## config.mk

```make
export PLATFORM = sky130hd
export DESIGN_NAME = topk_nearest_collector_core
export DESIGN_NICKNAME = d
export VERILOG_FILES = /design/src/hw/rtl/tnc_pkg.sv /design/src/hw/rtl/tnc_store.sv /design/src/hw/rtl/tnc_best_unit.sv /design/src/hw/rtl/topk_nearest_collector_core.sv
export SDC_FILE = /design/constraint.sdc
export NUM_CORES = 2
export LEC_CHECK = 0
export ABC_AREA = 1
export BUFFER_PORTS_ARGS = -buffer_cell sky130_fd_sc_hd__buf_4
export CORE_MARGIN = 2
export CORE_UTILIZATION = 40
export CTS_CLUSTER_SIZE = 14
export DETAILED_ROUTE_END_ITERATION = 16
export SETUP_SLACK_MARGIN = 0.2
export SLEW_MARGIN = 40
export SYNTH_ARGS = -nofsm -noshare
export SYNTH_HDL_FRONTEND = slang
export SYNTH_HIERARCHICAL = 1
export SYNTH_SLANG_ARGS = --single-unit
```

## constraint.sdc

```tcl
create_clock -name clock -period 11.6 [get_ports clock]
set_clock_uncertainty 0.2 [all_clocks]
set_input_delay 1.16 -clock clock [delete_from_list [all_inputs] [get_ports clock]]
set_output_delay 1.16 -clock clock [all_outputs]
set_load 0.005 [all_outputs]
```

## src/hw/rtl/tnc_pkg.sv

```systemverilog
`timescale 1ns / 1ps
`default_nettype none
// ----------------------------------------------------------------------------
// Top-k nearest collector package
// Shared types and fixed constants of the collector and its sub-blocks.
// ----------------------------------------------------------------------------
package tnc_pkg;

   localparam int KEEP_BITS  = 7;
   localparam int KEEP_LIMIT = 64;
   localparam int KEEP_RESET = 8;

   localparam logic       ACTION_INSERT  = 1'b0;
   localparam logic       ACTION_DRAIN   = 1'b1;
   localparam logic       KIND_STATUS    = 1'b0;
   localparam logic       KIND_ENTRY     = 1'b1;
   localparam logic       REG_KEEP_COUNT = 1'b0;

   typedef enum logic [2:0] {
      ST_IDLE,
      ST_SCAN,
      ST_EMIT,
      ST_STATUS,
      ST_EMPTY
   } state_type;

   typedef enum logic {
      SCAN_MAX,
      SCAN_MIN
   } scan_mode_type;

   typedef struct packed {
      logic          clear;
      logic          sample;
      scan_mode_type mode;
   } scan_cmd_type;

endpackage
`default_nettype wire

```

## src/hw/rtl/tnc_store.sv

```systemverilog
`timescale 1ns / 1ps
`default_nettype none
// ----------------------------------------------------------------------------
// Candidate store
// One write port and one registered read port over the held ids and distances.
// ----------------------------------------------------------------------------
module tnc_store #(
   parameter int DEPTH     = 64,
   parameter int AW        = 6,
   parameter int ID_BITS   = 32,
   parameter int DIST_BITS = 32
) (
   input  wire logic                 clock,
   input  wire logic                 wr_en,
   input  wire logic [AW-1:0]        wr_addr,
   input  wire logic [ID_BITS-1:0]   wr_id,
   input  wire logic [DIST_BITS-1:0] wr_dist,
   input  wire logic [AW-1:0]        rd_addr,
   output logic      [ID_BITS-1:0]   rd_id,
   output logic      [DIST_BITS-1:0] rd_dist
);

   logic [ID_BITS-1:0]   id_mem   [DEPTH];
   logic [DIST_BITS-1:0] dist_mem [DEPTH];

   always_ff @(posedge clock) begin
      if (wr_en) begin
         id_mem[wr_addr]   <= wr_id;
         dist_mem[wr_addr] <= wr_dist;
      end
      rd_id   <= id_mem[rd_addr];
      rd_dist <= dist_mem[rd_addr];
   end

endmodule
`default_nettype wire

```

## src/hw/rtl/tnc_best_unit.sv

```systemverilog
`timescale 1ns / 1ps
`default_nettype none
// ----------------------------------------------------------------------------
// Shared compare unit
// Tracks the largest or the smallest distance over a stream of samples,
// keeping the first slot on ties.
// ----------------------------------------------------------------------------
module tnc_best_unit #(
   parameter int AW        = 6,
   parameter int ID_BITS   = 32,
   parameter int DIST_BITS = 32
) (
   input  wire logic                  clock,
   input  wire logic                  reset,
   input  wire tnc_pkg::scan_cmd_type cmd,
   input  wire logic [AW-1:0]         smp_slot,
   input  wire logic [ID_BITS-1:0]    smp_id,
   input  wire logic [DIST_BITS-1:0]  smp_dist,
   output logic      [AW-1:0]         best_slot,
   output logic      [ID_BITS-1:0]    best_id,
   output logic      [DIST_BITS-1:0]  best_dist
);
   import tnc_pkg::*;

   logic                 found_ff;
   logic                 found_in;
   logic [AW-1:0]        slot_ff;
   logic [AW-1:0]        slot_in;
   logic [ID_BITS-1:0]   id_ff;
   logic [ID_BITS-1:0]   id_in;
   logic [DIST_BITS-1:0] dist_ff;
   logic [DIST_BITS-1:0] dist_in;
   logic                 better;

   always_comb begin
      if (cmd.mode == SCAN_MAX) begin
         better = smp_dist > dist_ff;
      end else begin
         better = smp_dist < dist_ff;
      end
      found_in = found_ff;
      slot_in  = slot_ff;
      id_in    = id_ff;
      dist_in  = dist_ff;
      if (cmd.clear) begin
         found_in = 1'b0;
      end else if (cmd.sample && (!found_ff || better)) begin
         found_in = 1'b1;
         slot_in  = smp_slot;
         id_in    = smp_id;
         dist_in  = smp_dist;
      end
   end

   always_ff @(posedge clock) begin
      if (reset) begin
         found_ff <= 1'b0;
      end else begin
         found_ff <= found_in;
      end
      slot_ff <= slot_in;
      id_ff   <= id_in;
      dist_ff <= dist_in;
   end

   assign best_slot = slot_ff;
   assign best_id   = id_ff;
   assign best_dist = dist_ff;

endmodule
`default_nettype wire

```

## src/hw/rtl/topk_nearest_collector_core.sv

```systemverilog
`timescale 1ns / 1ps
`default_nettype none
// ----------------------------------------------------------------------------
// Top-k nearest collector
// Keeps the keep_count nearest (id, distance) candidates and drains them sorted.
// ----------------------------------------------------------------------------
// One transaction is handled at a time; req_tready is high only while idle.
// An insert that leaves the store not full goes straight to its status
// response; an insert that fills the store or replaces its worst entry
// rescans the store through the single read port of the candidate memory.
// A drain runs one scan over the store per emitted entry, and an output stall
// holds it. There is no clearing pass after reset.
module topk_nearest_collector_core #(
   parameter int MAX_KEEP  = 64,
   parameter int DIST_BITS = 32,
   parameter int ID_BITS   = 32
) (
   input  wire logic                                        clock,
   input  wire logic                                        reset,
   input  wire logic                                        req_tvalid,
   output logic                                             req_tready,
   // Fields from bit 0: cand_id, cand_distance.
   input  wire logic [((ID_BITS+DIST_BITS+7)/8)*8-1:0]      req_tdata,
   // Fields from bit 0: action.
   input  wire logic                                        req_tuser,
   output logic                                             rsp_tvalid,
   input  wire logic                                        rsp_tready,
   // Fields from bit 0: out_id, out_distance, worst_distance, free_slots.
   output logic [((ID_BITS+2*DIST_BITS+tnc_pkg::KEEP_BITS+7)/8)*8-1:0] rsp_tdata,
   // Fields from bit 0: out_kind, empty_res.
   output logic [1:0]                                       rsp_tuser,
   output logic                                             rsp_tlast,
   input  wire logic                                        csr_psel,
   input  wire logic                                        csr_penable,
   input  wire logic                                        csr_pwrite,
   input  wire logic [2:0]                                  csr_paddr,
   input  wire logic [31:0]                                 csr_pwdata,
   output logic [31:0]                                      csr_prdata,
   output logic                                             csr_pready
);
   import tnc_pkg::*;

   localparam int DEPTH     = (MAX_KEEP < KEEP_LIMIT) ? MAX_KEEP : KEEP_LIMIT;
   localparam int AW        = (DEPTH > 1) ? $clog2(DEPTH) : 1;
   localparam int KEEP_INIT = (DEPTH < KEEP_RESET) ? DEPTH : KEEP_RESET;
   localparam int RSP_W     = ID_BITS + 2 * DIST_BITS + KEEP_BITS;
   localparam int RSP_PAD   = ((RSP_W + 7) / 8) * 8;

   state_type             state_ff;
   state_type             state_in;
   logic [KEEP_BITS-1:0]  keep_ff;
   logic [KEEP_BITS-1:0]  keep_in;
   logic [KEEP_BITS-1:0]  fill_ff;
   logic [KEEP_BITS-1:0]  fill_in;
   logic [KEEP_BITS-1:0]  cnt_ff;
   logic [KEEP_BITS-1:0]  cnt_in;
   logic [KEEP_BITS-1:0]  k_ff;
   logic [KEEP_BITS-1:0]  k_in;
   logic                  pend_ff;
   logic                  pend_in;
   logic [AW-1:0]         pend_slot_ff;
   logic [AW-1:0]         pend_slot_in;
   scan_mode_type         mode_ff;
   scan_mode_type         mode_in;
   logic [DEPTH-1:0]      used_ff;
   logic [DEPTH-1:0]      used_in;
   logic [DIST_BITS-1:0]  worst_dist_ff;
   logic [DIST_BITS-1:0]  worst_dist_in;
   logic [AW-1:0]         worst_slot_ff;
   logic [AW-1:0]         worst_slot_in;

   logic                  rsp_valid_ff;
   logic                  rsp_valid_in;
   logic                  rsp_kind_ff;
   logic                  rsp_kind_in;
   logic                  rsp_empty_ff;
   logic                  rsp_empty_in;
   logic                  rsp_last_ff;
   logic                  rsp_last_in;
   logic [ID_BITS-1:0]    rsp_id_ff;
   logic [ID_BITS-1:0]    rsp_id_in;
   logic [DIST_BITS-1:0]  rsp_dist_ff;
   logic [DIST_BITS-1:0]  rsp_dist_in;
   logic [DIST_BITS-1:0]  rsp_worst_ff;
   logic [DIST_BITS-1:0]  rsp_worst_in;
   logic [KEEP_BITS-1:0]  rsp_free_ff;
   logic [KEEP_BITS-1:0]  rsp_free_in;

   logic                  wr_en;
   logic [AW-1:0]         wr_addr;
   logic [AW-1:0]         rd_addr;
   logic [ID_BITS-1:0]    rd_id;
   logic [DIST_BITS-1:0]  rd_dist;
   scan_cmd_type          cmd;
   logic [AW-1:0]         best_slot;
   logic [ID_BITS-1:0]    best_id;
   logic [DIST_BITS-1:0]  best_dist;

   logic [ID_BITS-1:0]    cand_id;
   logic [DIST_BITS-1:0]  cand_dist;
   logic                  req_fire;
   logic                  csr_wr;
   logic                  out_free;
   logic                  is_full;
   logic [KEEP_BITS-1:0]  keep_wr;
   logic [DIST_BITS-1:0]  worst_now;
   logic                  last_entry;

   assign cand_id   = req_tdata[ID_BITS-1:0];
   assign cand_dist = req_tdata[ID_BITS +: DIST_BITS];
   assign req_tready = (state_ff == ST_IDLE);
   assign req_fire   = req_tvalid && req_tready;
   assign csr_wr     = csr_psel && csr_penable && csr_pwrite && csr_pready;
   assign out_free   = !rsp_valid_ff || rsp_tready;
   assign is_full    = fill_ff >= keep_ff;
   assign worst_now  = is_full ? worst_dist_ff : {DIST_BITS{1'b1}};
   assign last_entry = (k_ff + KEEP_BITS'(1)) == fill_ff;

   always_comb begin
      if (csr_pwdata[KEEP_BITS-1:0] == '0) begin
         keep_wr = KEEP_BITS'(1);
      end else if (csr_pwdata[KEEP_BITS-1:0] > KEEP_BITS'(DEPTH)) begin
         keep_wr = KEEP_BITS'(DEPTH);
      end else begin
         keep_wr = csr_pwdata[KEEP_BITS-1:0];
      end
   end

   always_comb begin
      state_in      = state_ff;
      keep_in       = keep_ff;
      fill_in       = fill_ff;
      cnt_in        = cnt_ff;
      k_in          = k_ff;
      pend_in       = pend_ff;
      pend_slot_in  = pend_slot_ff;
      mode_in       = mode_ff;
      used_in       = used_ff;
      worst_dist_in = worst_dist_ff;
      worst_slot_in = worst_slot_ff;
      wr_en         = 1'b0;
      wr_addr       = fill_ff[AW-1:0];
      rd_addr       = cnt_ff[AW-1:0];
      cmd.clear     = 1'b0;
      cmd.mode      = mode_ff;
      cmd.sample    = pend_ff && ((mode_ff == SCAN_MAX) || !used_ff[pend_slot_ff]);

      rsp_valid_in  = rsp_valid_ff && !rsp_tready;
      rsp_kind_in   = rsp_kind_ff;
      rsp_empty_in  = rsp_empty_ff;
      rsp_last_in   = rsp_last_ff;
      rsp_id_in     = rsp_id_ff;
      rsp_dist_in   = rsp_dist_ff;
      rsp_worst_in  = rsp_worst_ff;
      rsp_free_in   = rsp_free_ff;

      if (csr_wr && (csr_paddr[2] == REG_KEEP_COUNT)) begin
         keep_in = keep_wr;
         fill_in = '0;
      end

      unique case (state_ff)
         ST_IDLE: begin
            if (req_fire) begin
               if (req_tuser == ACTION_INSERT) begin
                  if (!is_full) begin
                     wr_en   = 1'b1;
                     wr_addr = fill_ff[AW-1:0];
                     fill_in = fill_ff + KEEP_BITS'(1);
                     if ((fill_ff + KEEP_BITS'(1)) == keep_ff) begin
                        state_in  = ST_SCAN;
                        mode_in   = SCAN_MAX;
                        cmd.clear = 1'b1;
                        cnt_in    = '0;
                     end else begin
                        state_in = ST_STATUS;
                     end
                  end else if (cand_dist < worst_dist_ff) begin
                     wr_en     = 1'b1;
                     wr_addr   = worst_slot_ff;
                     state_in  = ST_SCAN;
                     mode_in   = SCAN_MAX;
                     cmd.clear = 1'b1;
                     cnt_in    = '0;
                  end else begin
                     state_in = ST_STATUS;
                  end
               end else if (fill_ff == '0) begin
                  state_in = ST_EMPTY;
               end else begin
                  used_in   = '0;
                  k_in      = '0;
                  state_in  = ST_SCAN;
                  mode_in   = SCAN_MIN;
                  cmd.clear = 1'b1;
                  cnt_in    = '0;
               end
            end
         end
         ST_SCAN: begin
            if (cnt_ff < fill_ff) begin
               rd_addr      = cnt_ff[AW-1:0];
               pend_in      = 1'b1;
               pend_slot_in = cnt_ff[AW-1:0];
               cnt_in       = cnt_ff + KEEP_BITS'(1);
            end else begin
               pend_in = 1'b0;
               if (!pend_ff) begin
                  if (mode_ff == SCAN_MAX) begin
                     worst_dist_in = best_dist;
                     worst_slot_in = best_slot;
                     state_in      = ST_STATUS;
                  end else begin
                     state_in = ST_EMIT;
                  end
               end
            end
         end
         ST_EMIT: begin
            if (out_free) begin
               rsp_valid_in          = 1'b1;
               rsp_kind_in           = KIND_ENTRY;
               rsp_empty_in          = 1'b0;
               rsp_last_in           = last_entry;
               rsp_id_in             = best_id;
               rsp_dist_in           = best_dist;
               rsp_worst_in          = worst_now;
               rsp_free_in           = keep_ff - fill_ff;
               used_in[best_slot]    = 1'b1;
               k_in                  = k_ff + KEEP_BITS'(1);
               if (last_entry) begin
                  state_in = ST_IDLE;
               end else begin
                  state_in  = ST_SCAN;
                  cmd.clear = 1'b1;
                  cnt_in    = '0;
               end
            end
         end
         ST_STATUS, ST_EMPTY: begin
            if (out_free) begin
               rsp_valid_in = 1'b1;
               rsp_kind_in  = (state_ff == ST_EMPTY) ? KIND_ENTRY : KIND_STATUS;
               rsp_empty_in = (state_ff == ST_EMPTY);
               rsp_last_in  = 1'b1;
               rsp_id_in    = '0;
               rsp_dist_in  = '0;
               rsp_worst_in = worst_now;
               rsp_free_in  = keep_ff - fill_ff;
               state_in     = ST_IDLE;
            end
         end
         default: begin
            state_in = ST_IDLE;
         end
      endcase
   end

   always_ff @(posedge clock) begin
      if (reset) begin
         state_ff     <= ST_IDLE;
         keep_ff      <= KEEP_BITS'(KEEP_INIT);
         fill_ff      <= '0;
         cnt_ff       <= '0;
         k_ff         <= '0;
         pend_ff      <= 1'b0;
         mode_ff      <= SCAN_MAX;
         used_ff      <= '0;
         rsp_valid_ff <= 1'b0;
      end else begin
         state_ff     <= state_in;
         keep_ff      <= keep_in;
         fill_ff      <= fill_in;
         cnt_ff       <= cnt_in;
         k_ff         <= k_in;
         pend_ff      <= pend_in;
         mode_ff      <= mode_in;
         used_ff      <= used_in;
         rsp_valid_ff <= rsp_valid_in;
      end
      pend_slot_ff  <= pend_slot_in;
      worst_dist_ff <= worst_dist_in;
      worst_slot_ff <= worst_slot_in;
      rsp_kind_ff   <= rsp_kind_in;
      rsp_empty_ff  <= rsp_empty_in;
      rsp_last_ff   <= rsp_last_in;
      rsp_id_ff     <= rsp_id_in;
      rsp_dist_ff   <= rsp_dist_in;
      rsp_worst_ff  <= rsp_worst_in;
      rsp_free_ff   <= rsp_free_in;
   end

   tnc_store #(
      .DEPTH     (DEPTH),
      .AW        (AW),
      .ID_BITS   (ID_BITS),
      .DIST_BITS (DIST_BITS)
   ) u_store (
      .clock   (clock),
      .wr_en   (wr_en),
      .wr_addr (wr_addr),
      .wr_id   (cand_id),
      .wr_dist (cand_dist),
      .rd_addr (rd_addr),
      .rd_id   (rd_id),
      .rd_dist (rd_dist)
   );

   tnc_best_unit #(
      .AW        (AW),
      .ID_BITS   (ID_BITS),
      .DIST_BITS (DIST_BITS)
   ) u_best (
      .clock     (clock),
      .reset     (reset),
      .cmd       (cmd),
      .smp_slot  (pend_slot_ff),
      .smp_id    (rd_id),
      .smp_dist  (rd_dist),
      .best_slot (best_slot),
      .best_id   (best_id),
      .best_dist (best_dist)
   );

   assign rsp_tvalid = rsp_valid_ff;
   assign rsp_tlast  = rsp_last_ff;
   assign rsp_tuser  = {rsp_empty_ff, rsp_kind_ff};
   assign rsp_tdata  = RSP_PAD'({rsp_free_ff, rsp_worst_ff, rsp_dist_ff, rsp_id_ff});

   assign csr_pready = 1'b1;
   assign csr_prdata = (csr_paddr[2] == REG_KEEP_COUNT) ? 32'(keep_ff) : '0;

endmodule
`default_nettype wire
```

==> impl_metrics.env <==
export IMPL_path_clk_slew_ns=0.06
export IMPL_wl_met1_um=225000
export IMPL_grt_pass1_wl_um=791000
export IMPL_synthFlopType="edfxtp_1"
export IMPL_firstDrtPassIters=6
export IMPL_critPathRequiredTime_ns=11.99
export IMPL_synth_area_leaders="edfxtp_1, nand3_1, nand2_1"
export IMPL_drtIter0Drc=14300
export IMPL_synth_most_common_cell="nand2_1"
export IMPL_highest_layer="met5"
export IMPL_nNetsFinal=15100
export IMPL_slowest_delay_ns=0.95
export IMPL_port_buffers=194
export IMPL_hold_path_class="primary input to register"
export IMPL_arrival_ns=6.88
export IMPL_syn_area_mm2=0.180
export IMPL_grt_pass1_vias=109000
export IMPL_routed_wl_um=555000
export IMPL_wl_met2_um=259000
export IMPL_cp_end_kind="register"
export IMPL_die_area_mm2=0.456
export IMPL_cts_buffers=446
export IMPL_root_buffer="clkbuf_16"
export IMPL_yosysUniqueCellTypes=53
export IMPL_tightestPinTransition_ns=0.979
export IMPL_rrSetupSlack_ns=5.12
export IMPL_fin_ws_ns=5.12
export IMPL_ys_seq_area_share_pct=73.8
export IMPL_placementRows=246
export IMPL_final_min_clock_period_ns=6.48
export IMPL_synthCells=14900
export IMPL_worstSetupPathType="register to register"
export IMPL_maxCapViolations=0
export IMPL_antenna_found_initial=55
export IMPL_cts_max_level=5
export IMPL_syn_to_final_growth_pct=12.3
export IMPL_drive_gt1_share_pct=8.61
export IMPL_cts_resized=0
export IMPL_yosysTopAreaCellShare_pct=71.9
export IMPL_io_pin_count=249
export IMPL_stdcell_count=21300
export IMPL_cts_tree="done"
export IMPL_chipHeight_um=675
export IMPL_hold_slack_ns=0.171
export IMPL_core_area_mm2=0.449
export IMPL_yosysWarningCount=6
export IMPL_fin_setup_tns_ns=0
export IMPL_path_cells="inv_1, ha_1, a21oi_1, o21ai_0, nand4_1, nand2_1, nand2_2, buf_4, nand4_2, mux2_2, inv_1, nand4_1, nor2_4, buf_4"
export IMPL_rr_worst_depth=14
export IMPL_fmax_mhz=154
export IMPL_grt_max_degree=198
export IMPL_num_vias=118000
export IMPL_wl_met3_um=50800
export IMPL_yosys_area_top_type="edfxtp_1"
export IMPL_cts_hold_buffers=0
export IMPL_crit_path_start_kind="register"
export IMPL_worstSetupStartpoint="fill_ff[2]$_SDFF_PP0_"
export IMPL_drc=0
export IMPL_synth_seq_cells=4479
export IMPL_place_ws_ns=4.42
export IMPL_timing_rr_end="u_store/dist_mem[20][7]$_DFFE_PP_"
export IMPL_clock_sinks=4479
export IMPL_relSlewSlack_pct=34.7
export IMPL_hold_depth=2
export IMPL_placed_cells=20400
export IMPL_setup_viol=0
export IMPL_power_static_leakage_uw=0.0708
export IMPL_synth_edff_count=4316
export IMPL_gr_usage_all_layers_pct=23.7
export IMPL_hold_path_endpoint="fill_ff[1]$_SDFF_PP0_"
export IMPL_cp_max_fo=39
export IMPL_die_w_um=675
export IMPL_hold_path_startpoint="req_tvalid"
export IMPL_place_gp_congestion=0.826
export IMPL_clk_latency_ns=1.01
export IMPL_initial_core_util_pct=40.1
export IMPL_post_cts_buffers=0
export IMPL_synthArstFlopShare_pct=0
export IMPL_slowest_stage="nor2_4"
export IMPL_hpwl_um=292000
export IMPL_viasPerCell=5.57
export IMPL_postRouteAntennaNets=0
export IMPL_fillers=40300
export IMPL_power_density_mw_per_mm2=198
export IMPL_rsz0062_at_grt="no"
export IMPL_gr_total_overflow=0
export IMPL_outcome="finished, final reports clean"
export IMPL_avgSynthCellArea_um2=12.1
export IMPL_slew_viol_final=0
export IMPL_fin_crit_sh_pct=55.9
export IMPL_cts_path_max_buffers=4
export IMPL_fin_util_pct=45.1
export IMPL_reg2reg_from="fill_ff[2]$_SDFF_PP0_"
export IMPL_yosys_top_cells_count="nand2_1, edfxtp_1, nand3_1, buf_2, nor2_1"
export IMPL_wire_per_inst_um=26.1
export IMPL_timing_hold_violations_final=0
export IMPL_ir_worst_vdd_mv=0.130
==> power by group <==
group	total, uW	internal, uW	switching (uW)
Clock	14200	8040	6200
Combinational	7090	1980	5110
Sequential	18800	18400	358
==> cells in the final DEF, fill, tap and decap left out, drive strengths merged, types with 2 or more instances in the layout <==
master	count
xnor2	4
clkbuf	565
clkinvlp	11
buf	484
nand3	3909
dfxtp	163
nand4	24
mux2	6
o21ba	48
nor3	18
a22oi	2
nor2	269
xor2	9
inv	260
bufinv	36
nand2	4628
ha	80
o22ai	3
o211ai	13
edfxtp	4316
diode	18
a211oi	8
or2	17
a21oi	91
a31oi	8
clkinv	211
nor4	8
o21ai	54
conb	27
a21o	3
o21a	6
==> area by class of cell <==
| type | count | area (um^2) | area share, % |
|---|---|---|---|
| Sequential cell | 4479 | 133000 | 65.7 |
| Multi-Input combinational cell | 9239 | 41900 | 20.7 |
| Clock buffer | 565 | 11900 | 5.86 |
| Tap cell | 5952 | 7450 | 3.68 |
| Timing Repair Buffer | 484 | 4770 | 2.36 |
| Clock inverter | 269 | 2460 | 1.21 |
| Inverter | 249 | 1000 | 0.495 |
| Antenna cell | 18 | 45.0 | 0.0223 |
==> worst max path at each step <==
| stage | end | slack (ns) | cells past startpoint |
|---|---|---|---|
| after CTS | u_store/dist_mem[21][7]$_DFFE_PP_ | 5.19 | 14 |
| final | u_store/dist_mem[20][7]$_DFFE_PP_ | 5.12 | 14 |
| after floorplan | u_store/dist_mem[57][0]$_DFFE_PP_ | 1.83 | 11 |
| after global routing | u_store/dist_mem[20][6]$_DFFE_PP_ | 5.00 | 14 |
| after detailed placement | u_store/id_mem[20][28]$_DFFE_PP_ | 4.42 | 17 |
| after global placement | u_store/dist_mem[42][18]$_DFFE_PP_ | 4.20 | 17 |
==> sequential cells by signal, indices dropped and copies added, names as in the netlist, 3 cells and up <==
| name | count |
|---|---|
| u_store/rd_id | 32 |
| k_ff | 7 |
| state_ff | 3 |
| fill_ff | 7 |
| cnt_ff | 7 |
| worst_slot_ff | 6 |
| u_best/best_id | 32 |
| rsp_dist_ff | 32 |
| pend_slot_ff | 6 |
| u_store/id_mem | 2048 |
| rsp_id_ff | 32 |
| u_store/rd_dist | 32 |
| rsp_worst_ff | 32 |
| u_best/best_dist | 32 |
| rsp_free_ff | 7 |
| keep_ff | 7 |
| worst_dist_ff | 32 |
| u_best/best_slot | 6 |
| u_store/dist_mem | 2048 |
| used_ff | 64 |
==> critical path: cells and delay by family, from the launching register on <==
| family | cells | cell delay, ns |
|---|---|---|
| compound gates | 2 | 0.31 |
| fa+ha+maj | 1 | 0.38 |
| buf+inv | 4 | 1.73 |
| flops | 1 | 0.55 |
| mux | 1 | 0.51 |
| simple gates | 6 | 2.22 |
==> metrics by stage <==
stage	total power, uW	area, um^2
finish	40100	202000
global route	41600	202000
CTS	40200	202000
detailed placement	26100	188000
global placement	26000	187000
floorplan	23500	180000
==> cell families after synthesis <==
family / share of synthesized area [%]
compound gates: 0.879
mux: 0.0375
buf+inv: 3.33
simple gates: 21.4
xor+xnor: 0.0632
other cells: 0.00417
fa+ha+maj: 0.567
flops: 73.8
==> layer usage <==
metal	vias to the layer above	track usage, %
met3	938	3.54
li1	52800	-
met1	59000	33.0
met5	-	0
met2	5680	38.4
met4	14	7.80
Note: power is estimated with default switching activity, not from simulation.
